--- src/rtl/rgd_pkg.sv ---
// Shared types and constants for the row gradient edge detector.
// No dependencies; used by rgd_front, rgd_emit and the top level.
package rgd_pkg;

  localparam int MAX_WIDTH_DEF = 4096;
  localparam int PIX_W         = 8;
  localparam int COL_W         = 12;
  localparam int TOT_W         = 32;
  localparam int MAX_RES       = 3;

  typedef struct packed {
    logic [COL_W-1:0] column;
    logic [PIX_W-1:0] diff;
    logic             edge_flag;
    logic             row_last;
  } result_t;

  // Everything one input word produces: up to three results, in emit order.
  typedef struct packed {
    result_t [MAX_RES-1:0] res;
    logic [1:0]            count;
    logic                  frame_start;
  } item_t;

endpackage

--- src/rtl/rgd_front.sv ---
// Front stage: pixel history, central difference, thresholding and
// non-maximum test. Builds the result set for one word. Depends on rgd_pkg.
module rgd_front #(
  parameter int MAX_WIDTH = rgd_pkg::MAX_WIDTH_DEF
) (
  input  logic                       clk,
  input  logic                       rst,
  input  logic                       take,
  input  logic [rgd_pkg::PIX_W-1:0]  pixel,
  input  logic                       row_end,
  input  logic                       frame_start,
  input  logic [rgd_pkg::PIX_W-1:0]  edge_threshold,
  output rgd_pkg::item_t             item
);

  localparam int CW = $clog2(MAX_WIDTH);

  logic [rgd_pkg::PIX_W-1:0] pixel_back1;
  logic [rgd_pkg::PIX_W-1:0] pixel_back2;
  logic [rgd_pkg::PIX_W-1:0] diff_back1;
  logic [rgd_pkg::PIX_W-1:0] cand_back1;
  logic [rgd_pkg::PIX_W-1:0] cand_back2;
  logic [CW-1:0]             column_count;

  logic                      full_window;
  logic [rgd_pkg::PIX_W-1:0] dnew;
  logic [rgd_pkg::PIX_W-1:0] cnew;
  logic                      edge_mid;
  logic                      edge_end;
  logic [rgd_pkg::COL_W-1:0] col_m2;
  logic [rgd_pkg::COL_W-1:0] col_m1;
  logic [rgd_pkg::COL_W-1:0] col_c;
  logic [CW+rgd_pkg::COL_W-1:0] wide_m2;
  logic [CW+rgd_pkg::COL_W-1:0] wide_m1;
  logic [CW+rgd_pkg::COL_W-1:0] wide_c;

  assign full_window = (column_count >= CW'(2));
  assign dnew = (pixel_back2 > pixel) ? (pixel_back2 - pixel) : (pixel - pixel_back2);
  assign cnew = (dnew > edge_threshold) ? dnew : '0;
  assign edge_mid = (cand_back1 > cand_back2) && (cand_back1 > cnew);
  // at a row end the next candidate is the border, which is 0
  assign edge_end = (cnew > cand_back1) && (cnew != '0);

  // reported columns are the low bits of the counter
  assign wide_m2 = (CW + rgd_pkg::COL_W)'(column_count - CW'(2));
  assign wide_m1 = (CW + rgd_pkg::COL_W)'(column_count - CW'(1));
  assign wide_c  = (CW + rgd_pkg::COL_W)'(column_count);
  assign col_m2  = wide_m2[rgd_pkg::COL_W-1:0];
  assign col_m1  = wide_m1[rgd_pkg::COL_W-1:0];
  assign col_c   = wide_c[rgd_pkg::COL_W-1:0];

  always_comb begin
    item = '0;
    item.frame_start = frame_start;
    if (full_window) begin
      item.res[0] = '{column: col_m2, diff: diff_back1, edge_flag: edge_mid, row_last: 1'b0};
      if (row_end) begin
        item.res[1] = '{column: col_m1, diff: dnew, edge_flag: edge_end, row_last: 1'b0};
        item.res[2] = '{column: col_c, diff: '0, edge_flag: 1'b0, row_last: 1'b1};
        item.count  = 2'd3;
      end else begin
        item.count = 2'd1;
      end
    end else if (row_end) begin
      if (column_count == CW'(1)) begin
        item.res[0] = '{column: '0, diff: '0, edge_flag: 1'b0, row_last: 1'b0};
        item.res[1] = '{column: rgd_pkg::COL_W'(1), diff: '0, edge_flag: 1'b0, row_last: 1'b1};
        item.count  = 2'd2;
      end else begin
        item.res[0] = '{column: '0, diff: '0, edge_flag: 1'b0, row_last: 1'b1};
        item.count  = 2'd1;
      end
    end
  end

  always_ff @(posedge clk) begin
    if (rst) begin
      pixel_back1  <= '0;
      pixel_back2  <= '0;
      diff_back1   <= '0;
      cand_back1   <= '0;
      cand_back2   <= '0;
      column_count <= '0;
    end else if (take) begin
      if (row_end) begin
        pixel_back1  <= '0;
        pixel_back2  <= '0;
        diff_back1   <= '0;
        cand_back1   <= '0;
        cand_back2   <= '0;
        column_count <= '0;
      end else begin
        pixel_back2 <= pixel_back1;
        pixel_back1 <= pixel;
        if (full_window) begin
          cand_back2 <= cand_back1;
          cand_back1 <= cnew;
          diff_back1 <= dnew;
        end else begin
          cand_back2 <= '0;
          cand_back1 <= '0;
          diff_back1 <= '0;
        end
        // overlong rows keep running; only the column number stops
        if (column_count < CW'(MAX_WIDTH - 1)) begin
          column_count <= column_count + CW'(1);
        end
      end
    end
  end

endmodule

--- src/rtl/rgd_emit.sv ---
// Result stage: holds one word's result set, hands results out one per cycle while
// ready via the output register, keeps the saturating total. Depends on rgd_pkg.
module rgd_emit (
  input  logic                       clk,
  input  logic                       rst,
  input  logic                       take,
  input  rgd_pkg::item_t             item_in,
  output logic                       slot_free,
  output logic                       out_valid,
  input  logic                       out_ready,
  output logic [rgd_pkg::COL_W-1:0]  column,
  output logic [rgd_pkg::PIX_W-1:0]  neighbor_diff,
  output logic                       is_edge,
  output logic                       row_last,
  output logic [rgd_pkg::TOT_W-1:0]  diff_total,
  output logic                       last_of_run
);

  rgd_pkg::item_t            item;
  logic                      item_valid;
  logic [1:0]                idx;
  logic [rgd_pkg::TOT_W-1:0] total;

  rgd_pkg::result_t          cur;
  logic                      load_out;
  logic                      cur_last;
  logic                      item_done;
  logic [rgd_pkg::TOT_W-1:0] base;
  logic [rgd_pkg::TOT_W:0]   sum;
  logic [rgd_pkg::TOT_W-1:0] total_next;

  assign cur       = item.res[idx];
  assign cur_last  = (idx == item.count - 2'd1);
  assign load_out  = item_valid && (item.count != 2'd0) && (!out_valid || out_ready);
  // a word with no results still passes through to apply its frame clear in order
  assign item_done = item_valid && ((item.count == 2'd0) || (load_out && cur_last));
  assign slot_free = !item_valid || item_done;

  assign base = (idx == 2'd0 && item.frame_start) ? '0 : total;
  assign sum  = {1'b0, base} + (rgd_pkg::TOT_W + 1)'(cur.diff);
  assign total_next = sum[rgd_pkg::TOT_W] ? '1 : sum[rgd_pkg::TOT_W-1:0];

  always_ff @(posedge clk) begin
    if (rst) begin
      item_valid <= 1'b0;
      out_valid  <= 1'b0;
      idx        <= '0;
      total      <= '0;
    end else begin
      if (load_out) begin
        out_valid <= 1'b1;
        total     <= total_next;
      end else begin
        if (out_valid && out_ready) begin
          out_valid <= 1'b0;
        end
        if (item_done && item.count == 2'd0 && item.frame_start) begin
          total <= '0;
        end
      end
      if (take) begin
        item_valid <= 1'b1;
        idx        <= '0;
      end else begin
        if (load_out) begin
          idx <= idx + 2'd1;
        end
        if (item_done) begin
          item_valid <= 1'b0;
        end
      end
    end
  end

  always_ff @(posedge clk) begin
    if (take) begin
      item <= item_in;
    end
    if (load_out) begin
      column        <= cur.column;
      neighbor_diff <= cur.diff;
      is_edge       <= cur.edge_flag;
      row_last      <= cur.row_last;
      diff_total    <= total_next;
      last_of_run   <= cur_last;
    end
  end

endmodule

--- src/rtl/row_gradient_edge_detector_unit.sv ---
// Row gradient edge detector, top level: input/config handshakes and assertions.
// Depends on rgd_pkg, rgd_front and rgd_emit.
//
// Usage:
//   Pixels enter in row order on the in channel (pixel, row_end, frame_start).
//   Results leave on the out channel, one per cycle while ready, each with its column,
//   neighbor difference, edge flag, row_last, running diff total and last_of_run.
//   The threshold is written through the cfg channel (always ready); the user must
//   write it only while idle, which the block does not enforce. Throughput: one pixel
//   per cycle while the receiver is ready. A pixel gives one result (none for the
//   first two of a row); a row-end word gives up to three, so it holds the result
//   slot until all are loaded. The one-word result slot sets this rate. A word's
//   results pass the word slot, then the output register, one per cycle while ready.
//   The input side keeps accepting while a finished result waits in the output
//   register; when the receiver stalls and the slot still holds undelivered
//   results, in_ready drops until they move.
//   Reset clears the pixel history, the column counter, the diff total and
//   the threshold (to 0); no results are pending afterwards.
module row_gradient_edge_detector_unit #(
  parameter int MAX_WIDTH = rgd_pkg::MAX_WIDTH_DEF
) (
  input  logic                       clk,
  input  logic                       rst,
  input  logic                       in_valid,
  output logic                       in_ready,
  input  logic [rgd_pkg::PIX_W-1:0]  pixel,
  input  logic                       row_end,
  input  logic                       frame_start,
  input  logic                       cfg_valid,
  output logic                       cfg_ready,
  input  logic [rgd_pkg::PIX_W-1:0]  edge_threshold,
  output logic                       out_valid,
  input  logic                       out_ready,
  output logic [rgd_pkg::COL_W-1:0]  column,
  output logic [rgd_pkg::PIX_W-1:0]  neighbor_diff,
  output logic                       is_edge,
  output logic                       row_last,
  output logic [rgd_pkg::TOT_W-1:0]  diff_total,
  output logic                       last_of_run
);

  logic [rgd_pkg::PIX_W-1:0] threshold;
  logic                      take;
  logic                      slot_free;
  rgd_pkg::item_t            item;

  assign cfg_ready = 1'b1;
  assign in_ready  = slot_free;
  assign take      = in_valid && slot_free;

  always_ff @(posedge clk) begin
    if (rst) begin
      threshold <= '0;
    end else if (cfg_valid && cfg_ready) begin
      threshold <= edge_threshold;
    end
  end

  rgd_front #(
    .MAX_WIDTH(MAX_WIDTH)
  ) u_front (
    .clk            (clk),
    .rst            (rst),
    .take           (take),
    .pixel          (pixel),
    .row_end        (row_end),
    .frame_start    (frame_start),
    .edge_threshold (threshold),
    .item           (item)
  );

  rgd_emit u_emit (
    .clk           (clk),
    .rst           (rst),
    .take          (take),
    .item_in       (item),
    .slot_free     (slot_free),
    .out_valid     (out_valid),
    .out_ready     (out_ready),
    .column        (column),
    .neighbor_diff (neighbor_diff),
    .is_edge       (is_edge),
    .row_last      (row_last),
    .diff_total    (diff_total),
    .last_of_run   (last_of_run)
  );

`ifndef SYNTHESIS
  // the row's last column always closes its word's result run
  a_row_last_closes_run: assert property (@(posedge clk) disable iff (rst)
    out_valid && row_last |-> last_of_run)
    else $error("row_last result not marked last_of_run");

  // an edge needs a candidate above threshold, so never a zero diff or a border
  a_edge_has_diff: assert property (@(posedge clk) disable iff (rst)
    out_valid && is_edge |-> (neighbor_diff != '0) && !row_last)
    else $error("edge flagged on zero diff or border column");

  // an empty result slot must never block the input
  a_empty_slot_ready: assert property (@(posedge clk) disable iff (rst)
    !u_emit.item_valid |-> in_ready)
    else $error("input stalled with empty result slot");
`endif

endmodule

--- config.mk ---
export PLATFORM = sky130hd
export DESIGN_NAME = row_gradient_edge_detector_unit
export DESIGN_NICKNAME = d
export VERILOG_FILES = /design/src/rtl/rgd_pkg.sv /design/src/rtl/rgd_front.sv /design/src/rtl/rgd_emit.sv /design/src/rtl/row_gradient_edge_detector_unit.sv
export SDC_FILE = /design/constraint.sdc
export NUM_CORES = 1
export LEC_CHECK = 0
export BUFFER_PORTS_ARGS = -buffer_cell sky130_fd_sc_hd__buf_4
export CAP_MARGIN = 5
export CELL_PAD_IN_SITES_DETAIL_PLACEMENT = 0
export CELL_PAD_IN_SITES_GLOBAL_PLACEMENT = 2
export CORE_ASPECT_RATIO = 0.5
export CORE_MARGIN = 5
export CORE_UTILIZATION = 43
export CTS_CLUSTER_SIZE = 40
export DETAILED_ROUTE_END_ITERATION = 6
export PLACE_DENSITY_LB_ADDON = 0.2
export REMOVE_ABC_BUFFERS = 1
export SETUP_SLACK_MARGIN = 0.15
export SYNTH_ARGS = -nofsm -noshare
export SYNTH_HDL_FRONTEND = slang
export SYNTH_SLANG_ARGS = --single-unit
--- constraint.sdc ---
create_clock -name clk -period 16.37 [get_ports clk]
set_input_delay 3.274 -clock clk [delete_from_list [all_inputs] [get_ports clk]]
set_output_delay 3.274 -clock clk [all_outputs]
set_load 0.005 [all_outputs]
After elaboration in Yosys (flattened, before gate mapping)
Index checks and enable logic that the tools add are counted.
Word-level totals
  bits of input ports: 23
  bits in registers: 220
  logic and storage cells: 106
  output and inout bits: 58
Operators by class
  bitwise logic cells: 1
  eq/ne operators: 2
  reduce and logical (&&, ||, !) cells: 28
  magnitude comparators: 8
  mux-type cells: 28
  add/sub/neg operators: 8
Operators with widths (count)
  $mux 32: 4
  $mux 46: 2
  $mux 8: 10
  $bmux 22 s2: 1
  $gt 8x8->1: 5
  $add 32x8->33: 1
  $mux 12: 2
  $mux 23: 1
  $mux 22: 1
  $sub 8x8->8: 2
  $add 12x1->12 const B: 1
  $eq 12x1->1 const B: 1
  $ge 12x2->1 const B: 1
  $lt 12x12->1 const B: 1
  $sub 12x1->12 const B: 1
  $sub 12x2->12 const B: 1
  $logic_and 1x1->1: 11
  $mux 11: 1
  $reduce_bool 2->1: 5
  $reduce_bool 8->1: 1
  $logic_not 2->1: 2
  $mux 1: 4
  $reduce_and 2->1: 2
  $reduce_or 2->1: 2
  other kinds (9): 12

Depth between registers and ports, before layout
Gate-level depths: netlist of run 1.
  depth after elaboration: 10
  depth in mapped cells: 23
  gate-level depth less buffers: 23

Cells and area by module
Synthesis of run 1 repeated with hierarchy kept, for this count alone.
Second synthesis, totals
  cell total of the unflattened synthesis: 1199
  area total of the unflattened synthesis: 11686.2 um^2
Modules (own cells, without submodules)
  rgd_emit: instances 1, seq. area each 4444.3 um^2, cells an instance 591, area an instance 7064.3 um^2
  rgd_front: instances 1, seq. area each 1041.0 um^2, cells an instance 579, area an instance 4319.1 um^2
  row_gradient_edge_detector_unit: instances 1, seq. area each 160.2 um^2, cells an instance 29, area an instance 302.8 um^2

Least setup slack after synthesis of run 1
Ideal clock, no wire load.
  path type: input-to-reg
  start point: in pixel[5] (netlist bit)
  end point: reg u_emit.item[4] (netlist bit) (data pin)
  path buffers: 1
  library setup time: 0.271 ns
  stages: 22
  path slack: 8.723 ns
  data required time: 16.099 ns
  arrival time: 7.376 ns
  cell sequence: inv_1 ha_1 clkbuf_1 nand4_1 or2_2 o21ai_1 mux2_2 ha_1 nor2b_1 o21a_1 o21a_1 o21bai_1 a21oi_1 nand2_1 ha_1 nor2b_1 o21a_1 o21a_1 o211ai_1 a21oi_1 nand2b_1 nor4b_1
On the way
  word-level cells in the longest chain between the ends: 7
  elaborated cells between the ends (all ways): 9
  those cells by class: add/sub (2); order compare (3); mux (3); reduce/logical (1)
Ends and longest elaborated chain
  from (decl): line row_gradient_edge_detector_unit.sv:26  | input logic [rgd_pkg::PIX_W-1:0] pixel,
  $gt 8x8->1 (*): line rgd_front.sv:38  | assign dnew = (pixel_back2 > pixel) ? (pixel_back2 - pixel) : (pixel - pixel_back2);
  $mux 8 (*): line rgd_front.sv:38
  net u_front.dnew (one bit): line rgd_front.sv:26  | logic [rgd_pkg::PIX_W-1:0] dnew;
  $gt 8x8->1: line rgd_front.sv:39  | assign cnew = (dnew > edge_threshold) ? dnew : '0;
  $mux 8 (*): line rgd_front.sv:39
  $gt 8x8->1 (*): line rgd_front.sv:40  | assign edge_mid = (cand_back1 > cand_back2) && (cand_back1 > cnew);
  $logic_and 1x1->1 (*): line rgd_front.sv:40
  $mux 46 (*): line rgd_front.sv:55  | if (full_window) begin
  to (signal assigned): line rgd_emit.sv:77  | item <= item_in;
  to (decl): line rgd_emit.sv:19  | rgd_pkg::item_t item;
The timed path passes the listed nets; every way through them passes the cells marked *.
A chain may end at the register's enable or synchronous reset.

Worst setup path after layout of run 1
  start point: in pixel[5] (netlist bit)
  end point: reg u_emit.item[4] (netlist bit) (data pin)
On the way
  word-level cells in the longest chain between the ends: 7
  elaborated cells between the ends (all ways): 9
  those cells by class: add/sub (2); order compare (3); mux (3); reduce/logical (1)
Ends and longest elaborated chain (line)
  $sub 8x8->8 or $gt 8x8->1 (tied branches): rgd_front.sv:38
  $mux 8 (*): rgd_front.sv:38
  net u_front.dnew (one bit): rgd_front.sv:26
  $gt 8x8->1: rgd_front.sv:39
  $mux 8 (*): rgd_front.sv:39
  $gt 8x8->1 (*): rgd_front.sv:40
  $logic_and 1x1->1 (*): rgd_front.sv:40
  $mux 46 (*): rgd_front.sv:55
Marks and branches as above.

==> flow_summary.json, run 1 <==
{
  "status": "completed",
  "drive_above_1_share": 0.1282,
  "fin_crit_sh": 0.4798,
  "slowest_stage": "o21ai_1",
  "hold_violations": 0,
  "tns_ns": 0,
  "clk_latency_ns": 0.51,
  "grt_pass1_wl_um": 41700,
  "synth-warning-count": 0,
  "post_drt_wl_per_cell_um": 17.28,
  "cts_max_path_buffers": 3,
  "arrival_ns": 8.10,
  "grtUsageTotal": 0.1796,
  "cellPowerDensity_nw_per_um2": 103.5,
  "path_common_cell": "ha_1",
  "maxCapViolCount": 0,
  "crit_fanout": 10,
  "grt.overflow.total": 0,
  "initial_core_util": 0.4337,
  "finalWirelength_um": 25490,
  "clk_pin_slew_ns": 0.07,
  "syn_inst": 1069,
  "setup_violations": 0,
  "ys.flop_type": "edfxtp_1",
  "synth_area_um2": 10840,
  "final_cell_count_no_fill": 1475,
  "cts_resized": 0,
  "synthDistinctLibCells": 71,
  "cts_tree": "built",
  "via_per_inst": 5.325,
  "cts-root-buf": "clkbuf_16",
  "portBuffers": 79,
  "grt_max_degree": 70,
  "synth-edff-count": 115,
  "fmax_ghz": 0.1273,
  "core.rowCount": 41,
  "worstSetupEndpointType": "flip-flop",
  "vias": 7855,
  "die_w_um": 234.5,
  "cts-hold-fix-buffers": 0,
  "crit_family": "compound AO/OA/AOI/OAI gates",
  "post_cts_buffers": 0,
  "dpl.hpwl_um": 17190,
  "cp.required_ns": 16.62,
  "firstDrtPassIters": 5,
  "drcViolationCount": 0,
  "max_slew.worst_pin.slew_ns": 1.114,
  "drtIter0Drc": 460,
  "pin_count": 81,
  "min_path_type": "flip-flop to flip-flop",
  "vdd_drop_max_uv": 53.82,
  "yosysSeqAreaShare": 0.4961,
  "clock_sinks": 211,
  "nets": 1199,
  "core_um2": 24980,
  "dieArea_um2": 28670,
  "final_core_utilization": 0.4961,
  "avgSynthCellArea_um2": 10.14,
  "period_needed_ns": 7.854,
  "async_flop_share": 0,
  "fill_cells": 2296,
  "crit_chain": "buf_4, inv_1, ha_1, a211oi_1, o21bai_1, o21ai_1, mux2i_1, xor2_1, ha_1, nand4_1, o21bai_1, a21oi_1, nand2_1, ha_1, nor2b_1, o21a_1, o21a_1, o211ai_1, a21oi_1, nand2b_1, nor4b_1",
  "area_delta_synth_final_pct": 14.38,
  "grt_pass1_vias": 7900,
  "cts_htree_levels": 1,
  "gp_congestion": 0.8522,
  "relSlewSlack": 0.2571,
  "finClkSkew_ns": 0.009820,
  "synth-seq-cells": 211,
  "diodes": 0,
  "p_leak_nw": 4.859,
  "worstSetupPathType": "primary input to flip-flop",
  "antenna_found_initial": 0,
  "path_buf_inv": 2,
  "startpoint_type": "primary input",
  "dp_cells": 1438,
  "cts_made_buffers": 21,
  "slew_viol_final": 0,
  "slowest_delay_ns": 0.57,
  "rsz0062_at_grt": "no",
  "die_h_um": 122.2,
  "antenna_left": 0
}
-- registers in the layout, summed over array words and instances, names as in the netlist, 2 cells and up --
| name | flops |
|---|---|
| u_emit.item | 60 |
| u_emit.diff_total | 32 |
| u_emit.total | 32 |
| u_emit.column | 12 |
| u_front.col_c | 12 |
| threshold | 8 |
| u_emit.neighbor_diff | 8 |
| u_front.cand_back1 | 8 |
| u_front.cand_back2 | 8 |
| u_front.diff_back1 | 8 |
| u_front.pixel_back1 | 8 |
| u_front.pixel_back2 | 8 |
| u_emit.idx | 2 |
-- kinds of logic (layout without fill, tap and decap cells) --
group,count (synthesis),in the layout,share of synthesized area
AND/OR/NAND/NOR,330,330,0.1551
AO/OA/AOI/OAI,254,254,0.1539
flip-flops,211,211,0.4961
buffers and inverters,122,184,0.04492
adder cells (fa/ha/maj),59,59,0.07021
XOR/XNOR,50,50,0.04042
multiplexers,42,42,0.03903
other,1,1,0.0003461
-- final timing paths --
path                     startpoint               to  slack, ns  depth (start not counted)
min                 u_emit.total[0]  u_emit.total[0]       0.45                          2
min reg2reg         u_emit.total[0]  u_emit.total[0]       0.45                          2
max                        pixel[5]   u_emit.item[4]       8.52                         21
max reg2reg  u_front.pixel_back2[5]   u_emit.item[4]      11.09                         19
-- final cells by class --
class | count | area (um2) | area share
clock buffer | 26 | 544.3 | 0.04392
clock inverter | 11 | 177.7 | 0.01434
inverter | 59 | 221.5 | 0.01787
multi-input combinational | 736 | 4984 | 0.4021
sequential | 211 | 5375 | 0.4337
tap | 344 | 430.4 | 0.03473
timing repair buffer | 88 | 660.6 | 0.05331
-- where the power goes --
part / leakage (nW) / internal, mW / switching [mW]
logic: 2.60 / 0.0604 / 0.0972
clock network: 0.346 / 0.315 / 0.207
registers: 1.92 / 0.593 / 0.0104
total: 4.86 / 0.968 / 0.314
-- worst reg2reg max path, stage by stage, from the launching register on --
cell and delay, ns:
dfxtp_1 0.33, ha_1 0.40, a211oi_1 0.29, o21bai_1 0.16, o21ai_1 0.57, mux2i_1 0.29
xor2_1 0.48, ha_1 0.23, nand4_1 0.13, o21bai_1 0.18, a21oi_1 0.56, nand2_1 0.11
ha_1 0.32, nor2b_1 0.13, o21a_1 0.16, o21a_1 0.16, o211ai_1 0.17, a21oi_1 0.10
nand2b_1 0.14, nor4b_1 0.14
-- per-layer routing --
layer / wire, um / vias up / track usage
li1: - / 3929 / -
met1: 12340 / 3776 / 0.2492
met2: 11630 / 115 / 0.2953
met3: 1047 / 35 / 0.03375
met4: 470 / 0 / 0.04189
met5: 0 / - / 0
-- through the flow --
| step | power (mW) | setup slack, ns | hold slack, ns | area (um2) |
|---|---|---|---|---|
| after floorplan | 0.7130 | 7.999 | 0.4257 | 10570 |
| after global placement | 0.7714 | 8.217 | 0.4382 | 11670 |
| after detailed placement | 0.7755 | 8.025 | 0.4508 | 11670 |
| after CTS | 1.301 | 8.555 | 0.4604 | 12390 |
| after global routing | 1.341 | 8.145 | 0.4863 | 12390 |
| final | 1.283 | 8.516 | 0.4545 | 12390 |
-- layout by cell type (no fill, tap or decap), drive strengths merged, types with 26 or more instances in the layout --
cell	n
edfxtp	115
dfxtp	96
buf	88
nand2	85
o21ai	79
nor2	77
a21oi	60
inv	59
ha	56
mux2i	40
a22o	40
and2	33
xnor2	27
clkbuf	26
-- cells in the mapped netlist (3+ instances only) --
| cell | n | area (um2) |
|---|---|---|
| edfxtp_1 | 115 | 3453 |
| dfxtp_1 | 96 | 1922 |
| nand2_1 | 85 | 319.1 |
| nor2_1 | 76 | 285.3 |
| o21ai_0 | 76 | 380.4 |
| inv_1 | 59 | 221.5 |
| ha_1 | 56 | 700.7 |
| a21oi_1 | 55 | 275.3 |
| clkbuf_1 | 45 | 168.9 |
| a22o_1 | 40 | 350.3 |
| mux2i_1 | 40 | 400.4 |
| and2_1 | 33 | 206.5 |
| xnor2_1 | 27 | 236.5 |
| nand3_1 | 23 | 115.1 |
| xor2_1 | 23 | 201.4 |
| or3_1 | 19 | 118.9 |
| a31oi_1 | 18 | 112.6 |
| a21o_1 | 17 | 127.6 |
| nor2b_1 | 17 | 106.4 |
| and3_1 | 13 | 81.33 |
| nand4_1 | 13 | 81.33 |
| nor3_1 | 12 | 60.06 |
| buf_2 | 10 | 50.05 |
| nor4_1 | 8 | 50.05 |
| nand2b_1 | 7 | 43.79 |
| o21a_1 | 7 | 52.55 |
| or2_2 | 7 | 43.79 |
| a211oi_1 | 6 | 45.04 |
| a21oi_2 | 5 | 43.79 |
| buf_1 | 4 | 15.01 |
| o211ai_1 | 4 | 30.03 |
| fa_1 | 3 | 60.06 |
No activity file was read; power rests on OpenSTA's default activity.
==> run 2, diff against run 1 <==
Settings changed: CORE_UTILIZATION 43 to 36.
Clock period 16.37 ns to 6.8 ns, I/O delays scaled along.
==> run 2 against run 1 <==
Register-to-register slack lost 9.5 ns. Critical endpoint unchanged. Sequential power rose by 140%. Global-route usage shrank 2.3 points. Die area up 18%.
==> flow_summary.json, run 2 (synthesis gave the netlist of run 1 again) <==
{
  "fmax_ghz": 0.1699,
  "diodes": 0,
  "vias": 7980,
  "clock_sinks": 211,
  "largest_reg_flops": 60,
  "slew_viol_final": 0,
  "clk_latency_ns": 0.52,
  "p_leak_nw": 4.896,
  "initial_core_util": 0.3693,
  "worstSetupPathType": "primary input to flip-flop",
  "grt_max_degree": 70,
  "whs_path_depth": 2,
  "final_cell_mix": "115 x edfxtp_1, 96 x dfxtp_1, 94 x buf_4",
  "cellPowerDensity_nw_per_um2": 248.3,
  "finalWirelength_um": 27270,
  "antenna_found_initial": 0,
  "cts_tree": "built",
  "core_um2": 29340,
  "tns_ns": 0,
  "hold_violations": 0,
  "arrival_ns": 6.13,
  "antenna_left": 0,
  "dr_wl_met2_um": 12370,
  "top_register": "u_emit.item",
  "startpoint_type": "primary input",
  "max_slew.worst_pin.slew_ns": 1.193,
  "finClkSkew_ns": 0.01554,
  "finalWorstSetupSlack_ns": 0.9145,
  "cts_resized": 0,
  "cts-root-buf": "clkbuf_16",
  "drtIter0Drc": 613,
  "relSlewSlack": 0.2049,
  "reg2reg_depth": 20,
  "dpl.hpwl_um": 18260,
  "drive_above_1_share": 0.1325,
  "via_per_inst": 5.212,
  "crit_fanout": 10,
  "post_cts_buffers": 0,
  "m1WireLength_um": 13280,
  "fin_crit_sh": 0.8655,
  "worstSetupEndpointType": "flip-flop",
  "vdd_drop_max_uv": 181.5,
  "firstDrtPassIters": 4,
  "grt_pass1_wl_um": 43310,
  "portBuffers": 79,
  "min_path_type": "flip-flop to flip-flop",
  "rsz0062_at_grt": "no",
  "routed.top_layer": "met4",
  "cts_made_buffers": 22,
  "cp.required_ns": 7.04,
  "die_h_um": 132.7,
  "core.rowCount": 44,
  "area_delta_synth_final_pct": 15.53,
  "period_needed_ns": 5.886,
  "pin_count": 81,
  "final_common_cell": "edfxtp_1",
  "status": "completed",
  "grtUsageTotal": 0.1562,
  "post_drt_wl_per_cell_um": 17.81,
  "dieArea_um2": 33880,
  "top_regs": "u_emit.item (60), u_emit.diff_total (32), u_emit.total (32)",
  "drcViolationCount": 0,
  "maxCapViolCount": 0,
  "nets": 1206,
  "grt.overflow.total": 0,
  "dp_cells": 1491,
  "post-place-ws_ns": 0.4459,
  "setup_violations": 0,
  "gp_congestion": 0.8598,
  "die_w_um": 255.4,
  "final_cell_count_no_fill": 1531,
  "final_core_utilization": 0.4266,
  "met3_length_um": 1141,
  "grt_pass1_vias": 7723,
  "clk_pin_slew_ns": 0.06,
  "cts-hold-fix-buffers": 0,
  "cts_htree_levels": 1,
  "cts_max_path_buffers": 3
}
-- run 2: cell count changes in the layout (fill, tap and decap cells not counted), sizes merged --
cell and delta:
bufinv -2, buf +6, clkinvlp -1, clkbuf +6
-- run 2: path summary, 6_finish.rpt --
check	start	end	slack, ns
worst max register to register	u_front.pixel_back2[5]	u_emit.item[4]	1.57
worst max-delay path	pixel[5]	u_emit.item[4]	0.91
worst min-delay path	u_emit.total[0]	u_emit.total[0]	0.45
worst min register to register	u_emit.total[0]	u_emit.total[0]	0.45
-- run 2: report_power, final --
group	internal, mW	switching (mW)	leakage (nW)
logic	0.151	0.242	2.63
registers	1.43	0.0252	1.92
clock network	0.746	0.515	0.354
total	2.33	0.782	4.90
-- run 2: metrics by stage --
stage / hold slack [ns] / instance area [um2] / power (mW)
after floorplan: 0.4257 / 10570 / 1.716
after global placement: 0.4402 / 11780 / 1.877
after detailed placement: 0.4446 / 11780 / 1.880
after CTS: 0.4534 / 12520 / 3.155
after global routing: 0.4674 / 12520 / 3.256
final: 0.4487 / 12520 / 3.109
-- run 2: area by class of cell --
class / count / area (um2)
fillers: 2875 / 16820
inverters: 59 / 221.5
flip-flops and latches: 211 / 5375
repair buffers: 94 / 705.7
multi-input cells: 736 / 4992
well taps: 391 / 489.2
clock buffers: 32 / 619.3
clock inverters: 8 / 115.1
-- run 2: critical path: stages --
cell and delay (ns):
buf_4 0.09, inv_1 0.04, ha_1 0.40, a211oi_1 0.28, o21bai_1 0.15, o21ai_1 0.59, mux2_2 0.48, ha_1 0.31
nor2b_1 0.14, o21a_1 0.12, o21a_1 0.11, o21bai_1 0.06, a21oi_1 0.55, nand2_1 0.11, ha_1 0.31, nor2b_1 0.13
o21a_1 0.16, o21a_1 0.17, o211ai_1 0.16, a21oi_1 0.09, nand2b_1 0.15, nor4b_1 0.16
-- run 2: metal layers --
layer  up-vias  GRT usage
met5         -          0
met4         0    0.03235
met3        35    0.02932
met2       138     0.2531
met1      3848     0.2205
li1       3959          -
==> run 3, diff against run 2 <==
Settings changed: SYNTH_HIERARCHICAL set to 1.
==> run 3 against run 2 <==
Setup slack improved by 0.28 ns. Total power grew 2.8%. Fmax up 5.0%. Clock-buffer cell count is 3 lower. Global-route usage increased by 0.67 points. Clock skew rose by 0.011 ns. Sequential power is 5% higher. Non-clock buffer count grew 3. Critical path depth rose by 1. Design area is 6.7% higher. Register-to-register slack better by 0.23 ns. Synthesized cell count increased by 12%. Largest cell class unchanged.
==> flow_summary.json, run 3 <==
{
  "status": "completed",
  "drtIter0Drc": 522,
  "synth-seq-cells": 220,
  "setup_violations": 0,
  "ys.flop_type": "edfxtp_1",
  "synth_commonest_cells": "124 x edfxtp_1, 124 x nor2_1, 119 x nand2_1",
  "max_slew.worst_pin.slew_ns": 1.010,
  "nets": 1337,
  "fill_cells": 3133,
  "min_from": "u_front/pixel_back1[6]",
  "yosysTopAreaCellShare": 0.3186,
  "crit_fanout": 18,
  "top_register": "u_emit/item",
  "die_w_um": 264.8,
  "finalWirelength_um": 30090,
  "synth_top_area_cell": "edfxtp_1",
  "grt_pass1_vias": 8660,
  "vdd_drop_max_uv": 136.5,
  "cts_tree": "built",
  "via_per_inst": 5.133,
  "post_drt_wl_per_cell_um": 17.66,
  "cts_resized": 0,
  "top_regs": "u_emit/item (69), u_emit/diff_total (32), u_emit/total (32)",
  "synth.top_cells.by_area": "edfxtp_1 32%, dfxtp_1 16%, ha_1 6.0%",
  "holdWs_ns": 0.4568,
  "clk_latency_ns": 0.53,
  "dpl.hpwl_um": 20880,
  "whs_path_depth": 2,
  "avgSynthCellArea_um2": 9.747,
  "grtUsageTotal": 0.1628,
  "maxCapViolCount": 0,
  "largest_reg_flops": 69,
  "syn_inst": 1199,
  "synth-warning-count": 6,
  "core.rowCount": 46,
  "antenna_left": 0,
  "reg2reg_depth": 24,
  "period_needed_ns": 5.607,
  "r2r_setup_slack_ns": 1.80,
  "cts-root-buf": "clkbuf_16",
  "drcViolationCount": 0,
  "tns_ns": 0,
  "vias": 8746,
  "initial_core_util": 0.3672,
  "regToRegEndpoint": "u_emit/item[26]",
  "hold_violations": 0,
  "clock_sinks": 220,
  "slew_viol_final": 0,
  "finClkSkew_ns": 0.02619,
  "crit_chain": "buf_4, inv_1, ha_1, a21oi_2, nor2_1, o41ai_4, mux2i_1, inv_1, ha_1, nor2b_1, o21ai_0, nand2b_1, a21oi_1, o31a_1, buf_4, nor2b_1, ha_1, o21a_1, o21a_1, o21a_1, o21bai_1, a2111oi_0, a21boi_1",
  "portBuffers": 79,
  "min_path_type": "flip-flop to flip-flop",
  "worstSetupPathType": "primary input to flip-flop",
  "fin_crit_sh": 0.8246,
  "synthDistinctLibCells": 77,
  "startpoint_type": "primary input",
  "cp.depth": 23,
  "cts-hold-fix-buffers": 0,
  "cp.required_ns": 7.17,
  "async_flop_share": 0,
  "relSlewSlack": 0.3253,
  "slowest_stage": "mux2i_1",
  "worstSetupEndpointType": "flip-flop",
  "grt.overflow.total": 0,
  "diodes": 0,
  "core_um2": 31830,
  "dieArea_um2": 36380,
  "p_leak_nw": 5.139,
  "pin_count": 81,
  "gp_congestion": 0.8308,
  "firstDrtPassIters": 5,
  "crit_family": "compound AO/OA/AOI/OAI gates",
  "grt_max_degree": 54,
  "post_cts_buffers": 0,
  "slowest_delay_ns": 0.49,
  "cts_made_buffers": 23,
  "die_h_um": 137.4,
  "fmax_ghz": 0.1783,
  "worstHoldEndpoint": "u_front/pixel_back1[6]",
  "cts_max_path_buffers": 3,
  "rr_startpoint": "u_front/pixel_back2[0]",
  "cts_htree_levels": 1,
  "cellPowerDensity_nw_per_um2": 239.1,
  "synth-edff-count": 124,
  "grt_pass1_wl_um": 47600,
  "clk_pin_slew_ns": 0.06,
  "path_buf_inv": 4,
  "final_common_cell": "edfxtp_1",
  "final_cell_mix": "124 x edfxtp_1, 123 x nor2_1, 119 x nand2_1",
  "arrival_ns": 5.97,
  "synth_area_um2": 11690,
  "rsz0062_at_grt": "no",
  "yosysSeqAreaShare": 0.4831,
  "area_delta_synth_final_pct": 14.34,
  "drive_above_1_share": 0.1266,
  "antenna_found_initial": 0
}
## run 3: how the worst max path moves through the flow
| stage | slack (ns) | startpoint | endpoint |
|---|---|---|---|
| 2_1_floorplan | 0.72 | out_ready | u_front/cand_back1[7] |
| 3_3_place_gp | 0.83 | pixel[5] | u_emit/item[26] |
| 3_5_place_dp | 0.73 | pixel[5] | u_emit/item[26] |
| 4_1_cts | 1.26 | pixel[5] | u_emit/item[26] |
| 5_1_grt | 0.79 | pixel[5] | u_emit/item[26] |
| 6_report | 1.19 | pixel[5] | u_emit/item[26] |
## run 3: cells by family (layout without fill, tap and decap cells)
family | count (synthesis) | count (layout) | synth area share
compound gates | 260 | 260 | 0.1450
other cells | 2 | 10 | 0.0006426
simple gates | 427 | 427 | 0.1796
mux | 38 | 38 | 0.03276
xor+xnor | 53 | 53 | 0.04165
flops | 220 | 220 | 0.4831
buf+inv | 140 | 205 | 0.05225
fa+ha+maj | 59 | 59 | 0.06510
## run 3: final cells by class
type	instances	area (um2)	share of cell area
Clock inverter	13	121.4	0.009083
Clock buffer	29	608.1	0.04551
Tap cell	432	540.5	0.04045
Multi-Input combinational cell	847	5470	0.4094
Timing Repair Buffer	97	728.2	0.05450
Inverter	66	247.7	0.01854
Sequential cell	220	5645	0.4225
## run 3: metrics by stage
step	instances	util	instance area (um2)	worst slack, ns	power, mW
floorplan	1133	-	11350	0.7242	1.806
global placement	1662	0.3969	12630	0.8347	1.977
detailed placement	1662	0.3969	12630	0.7342	1.984
CTS	1704	0.4198	13360	1.255	3.255
global route	1704	0.4198	13360	0.7890	3.349
finish	1704	0.4198	13360	1.193	3.195
## run 3: tightest hold or removal path, delay by kind of cell (launching register included)
kind	cells	cell delay [ns]
AO/OA/AOI/OAI	1	0.05
flip-flops	1	0.31
AND/OR/NAND/NOR	1	0.06
## run 3: layer usage
layer | up-vias | track usage | routed length (um)
li1 | 4374 | - | -
met1 | 4208 | 0.2227 | 14700
met2 | 129 | 0.2761 | 13790
met3 | 35 | 0.02641 | 1010
met4 | 0 | 0.03503 | 588
met5 | - | 0 | 0
## run 3: power breakdown
part / internal (mW) / total [mW] / switching, mW
logic: 0.164 / 0.430 / 0.266
clock network: 0.713 / 1.25 / 0.534
registers: 1.49 / 1.52 / 0.0271
total: 2.37 / 3.20 / 0.827
